### config.mk
export PLATFORM = sky130hd
export DESIGN_NAME = frt_ram
export DESIGN_NICKNAME = d
export VERILOG_FILES = /design/src/design/frt_ram.sv
export SDC_FILE = /design/constraint.sdc
export NUM_CORES = 1
export LEC_CHECK = 0
export ABC_AREA = 1
export BUFFER_PORTS_ARGS = -buffer_cell sky130_fd_sc_hd__buf_2
export CAP_MARGIN = 10
export CORE_MARGIN = 2
export CORE_UTILIZATION = 61
export CTS_CLUSTER_DIAMETER = 120
export DETAILED_ROUTE_END_ITERATION = 6
export GPL_TIMING_DRIVEN = 0
export PLACE_DENSITY = 0.79
export SYNTH_ARGS = -nofsm -noshare
export SYNTH_HDL_FRONTEND = slang
export SYNTH_SLANG_ARGS = --single-unit
### constraint.sdc
create_clock -name clk -period 1.2 [get_ports clk]
set_input_delay 0.06 -clock clk [delete_from_list [all_inputs] [get_ports clk]]
set_output_delay 0.06 -clock clk [all_outputs]
set_load 0.01 [all_outputs]
### src/design/frt_ram.sv
// Single-port-write, registered-read synchronous RAM.
module frt_ram #(
	parameter int W  = 8,
	parameter int D  = 16,
	parameter int AW = (D > 1) ? $clog2(D) : 1
) (
	input  logic          clk,
	input  logic          we,
	input  logic [AW-1:0] waddr,
	input  logic [W-1:0]  wdata,
	input  logic [AW-1:0] raddr,
	output logic [W-1:0]  rdata
);

	logic [W-1:0] mem [D];

	always_ff @(posedge clk) begin
		if (we) begin
			mem[waddr] <= wdata;
		end
		rdata <= mem[raddr];
	end

endmodule

==> Word level (Yosys, flattened, before mapping) <==
Memory sizes are Yosys's and may differ from the RTL's. A register that Yosys moved wholly into a read port is not among the register bits.
Index checks and enable logic that the tools add are counted.
W data, S select, Z words.
{ "classes": {"muxes": 2} }
{ "ops": {"columns": ["operator", "count"], "rows": [
  ["$mux W1", 2]
]} }
{ "word_totals": {"reg_bits": 0, "ram_bits": 128, "output_inout_bits": 8, "n_memories": 1} }
{ "mem_list": {"columns": ["memory", "depth", "word_bits", "read_ports", "rd_clocked_by_memory_dff", "write_ports", "line_no", "text"], "rows": [
  ["mem", 16, 8, 1, 1, 1, "15", "logic [W-1:0] mem [D];"]
]} }

==> Logic depth before layout (Yosys ltp) <==
{ "logic_depth": {"ltp_word": 2, "ltp_mapped": 8} }

==> Worst setup path after synthesis <==
Ideal clock, no wire load.
{ "synth_timing": {"path_kind": "in2reg", "start": "in waddr[2]", "end": "mem mem[10][0] (enable)", "t_arrival_ns": 0.641, "t_required_ns": 0.830, "setup_slack_ns": 0.189, "path_stages": 2, "n_path_buf": 0, "cell_sequence": "nand3b_1 > nor2_1"} }
{ "synth_rtl": {"columns": ["item", "line_no", "text"], "rows": [
  ["start, declared", "9", "input logic [AW-1:0] waddr,"],
  ["end, declared", "15", null]
]} }
No word-level cell before the write port.

==> qor.yml <==
layout:
  nets: 620
  instances_no_fill: 726
  layout_common_cells: "nand2_1, edfxtp_1, inv_1"
  final_cell_area_sq_um: 6680
  layout-drive-gt1-share_pct: 12.5
  antenna_cells: 0
  area_growth_pct: 15.9
  layout_commonest_cell: "nand2_1"
placement:
  place.gp.congestion: 0.915
  io_buffers: 22
  placedInstanceArea_sq_um: 6020
  dp_cells: 684
  dp_hpwl_microns: 8690
  pre_cts_ws_ps: -325
clock_tree:
  clkTransAtPathRegs_ps: 60
  cts_sinks: 136
  cts_made_buffers: 17
  htreeDepth: 4
  clockRootBuffer: "clkbuf_8"
  clockBufferDepth: 2
  cts_tree: "built"
  insertion_delay_ps: 520
  postCtsResizedCells: 0
power:
  p_total_mw: 11.1
  power_leakage_nw: 2.92
  ir_drop_uv: 2030
  p_per_area_nw_per_um2: 1650
setup_path:
  crit_path_max_fanout: 10
  crit_arrival_ps: 1510
  slowest_delay_ps: 550
  path_common_cell: "nand3_1"
  cp_slowest_cell: "dlygate4sd3_1"
  required_ps: 1610
  worstPathCellList: "dlygate4sd3_1 > buf_2 > inv_1 > buf_4 > nand3_1 > nand3_1 > nand2_1"
  crit_type: "in -> reg"
  critPathLaunchType: "primary input"
  crit_path_end_kind: "register"
synthesis:
  synth_cells: 551
  yosys_warnings: 0
  postSynthAreaPerCell_sq_um: 10.5
  yosys-top-cells-area: "edfxtp_1, nand2_1, nand3_1"
  synth_area_sq_um: 5770
  yosysTopAreaCell: "edfxtp_1"
  yosysUniqueCellTypes: 12
  seq_area_frac_synth_pct: 69.4
  synth-seq-cells: 136
  syn_nets: 569
  synth_top_area_share_pct: 66.7
detailed_routing:
  drtPass1Iterations: 6
  avgViaCountPerCell: 5.50
  routed_wl_microns: 13500
  drcViolationCount: 0
  wire_per_inst_microns: 18.6
  ant_nets: 0
  drt-initial-drc-count: 470
  vias: 3995
floorplan:
  io_pins: 26
  die_h_microns: 101
  die-area_sq_um: 10200
  core_area_sq_um: 9200
  die_w_microns: 101
  initial_core_util_pct: 62.7
  std_cell_rows: 35
timing:
  rsz0062_at_grt: "false"
  setup_violations: 0
  slew_headroom_pct: 35.1
  finalHoldViolCount: 0
  maxSlewViolCount: 0
  clock.fmax_mhz: 911
  fin_crit_ps: 1100
  fin_skew_ps: 9.01
  worst_slack_ps: 103
  period_share_pct: 91.4
  tightest_slew_ps: 970
grt:
  grt_overflow: 0
  grt_usage_pct: 28.4
  grt_max_degree: 17
  grt_pass1_vias: 3793
  grt_first_pass_wirelength_microns: 20600
  antenna_found_initial: 0
min_path:
  hp-class: "in -> reg"
outcome:
  status: "complete, no violations"
job:
  maxCapViolations: 0
==> cells in the mapped netlist <==
cell type  instances
nand2_1          173
edfxtp_1         128
inv_1            100
nand3_1           97
nor2_1            17
buf_2             13
dfxtp_1            8
buf_6              6
buf_4              4
inv_2              2
nand3b_1           2
buf_1              1
==> worst paths after layout <==
kind / startpoint / to / slack, ps / cells past startpoint
max: raddr[2] / rdata[0] / 100 / 7
min: raddr[1] / rdata[1] / 50 / 5
max reg2reg: mem[11][2] / rdata[2] / 160 / 6
min reg2reg: mem[0][3] / rdata[3] / 710 / 6
==> power by group <==
part	switching, mW	total (mW)	internal [mW]
clock	2.02	4.99	2.97
combinational	0.498	0.723	0.225
sequential	0.0265	5.34	5.31
total	2.55	11.1	8.50
==> stage by stage <==
step	TNS (ps)	hold WS [ps]	utilization, %
finish	0	46.4	72.7
global route	0	72.3	72.7
CTS	0	25.2	72.7
detailed placement	-26750	454	65.4
global placement	-21860	453	65.4
floorplan	0	159	-
==> repair_timing <==
action                                 CTS  global route
buffers inserted                         0             0
endpoints found under the hold margin  135             0
hold buffers                            10             0
==> layer usage <==
layer / GRT usage (%) / share of wire (%)
met5: 0 / 0
met2: 44.1 / 46
met4: 10.3 / 2.8
met1: 40.4 / 42
met3: 6.21 / 9.7
==> state kept, by name (all words and copies together), names as in the netlist <==
| register | cells |
|---|---|
| mem | 128 |
| rdata | 8 |
==> logic make-up (layout without fill, tap and decap cells) <==
group | count (synthesis) | after routing | share of synthesized area [%]
buffers and inverters | 126 | 190 | 9.52
and+or+nand+nor | 289 | 289 | 21.0
DFF | 136 | 136 | 69.4
==> area by class of cell <==
type                            count  area (sq um)
Sequential cell                   136          4000
Fill cell                         642          2510
Multi-Input combinational cell    289          1210
Clock buffer                       18           418
Inverter                          102           383
Timing Repair Buffer               32           210
Buffer                             24           166
Clock inverter                     14           149
Tap cell                          111           139
==> critical path: cells and delay by family <==
kind	cells	cell delay, ps
buffers and inverters	4	1140
and+or+nand+nor	3	290
Note: power is estimated with default switching activity, not from simulation.
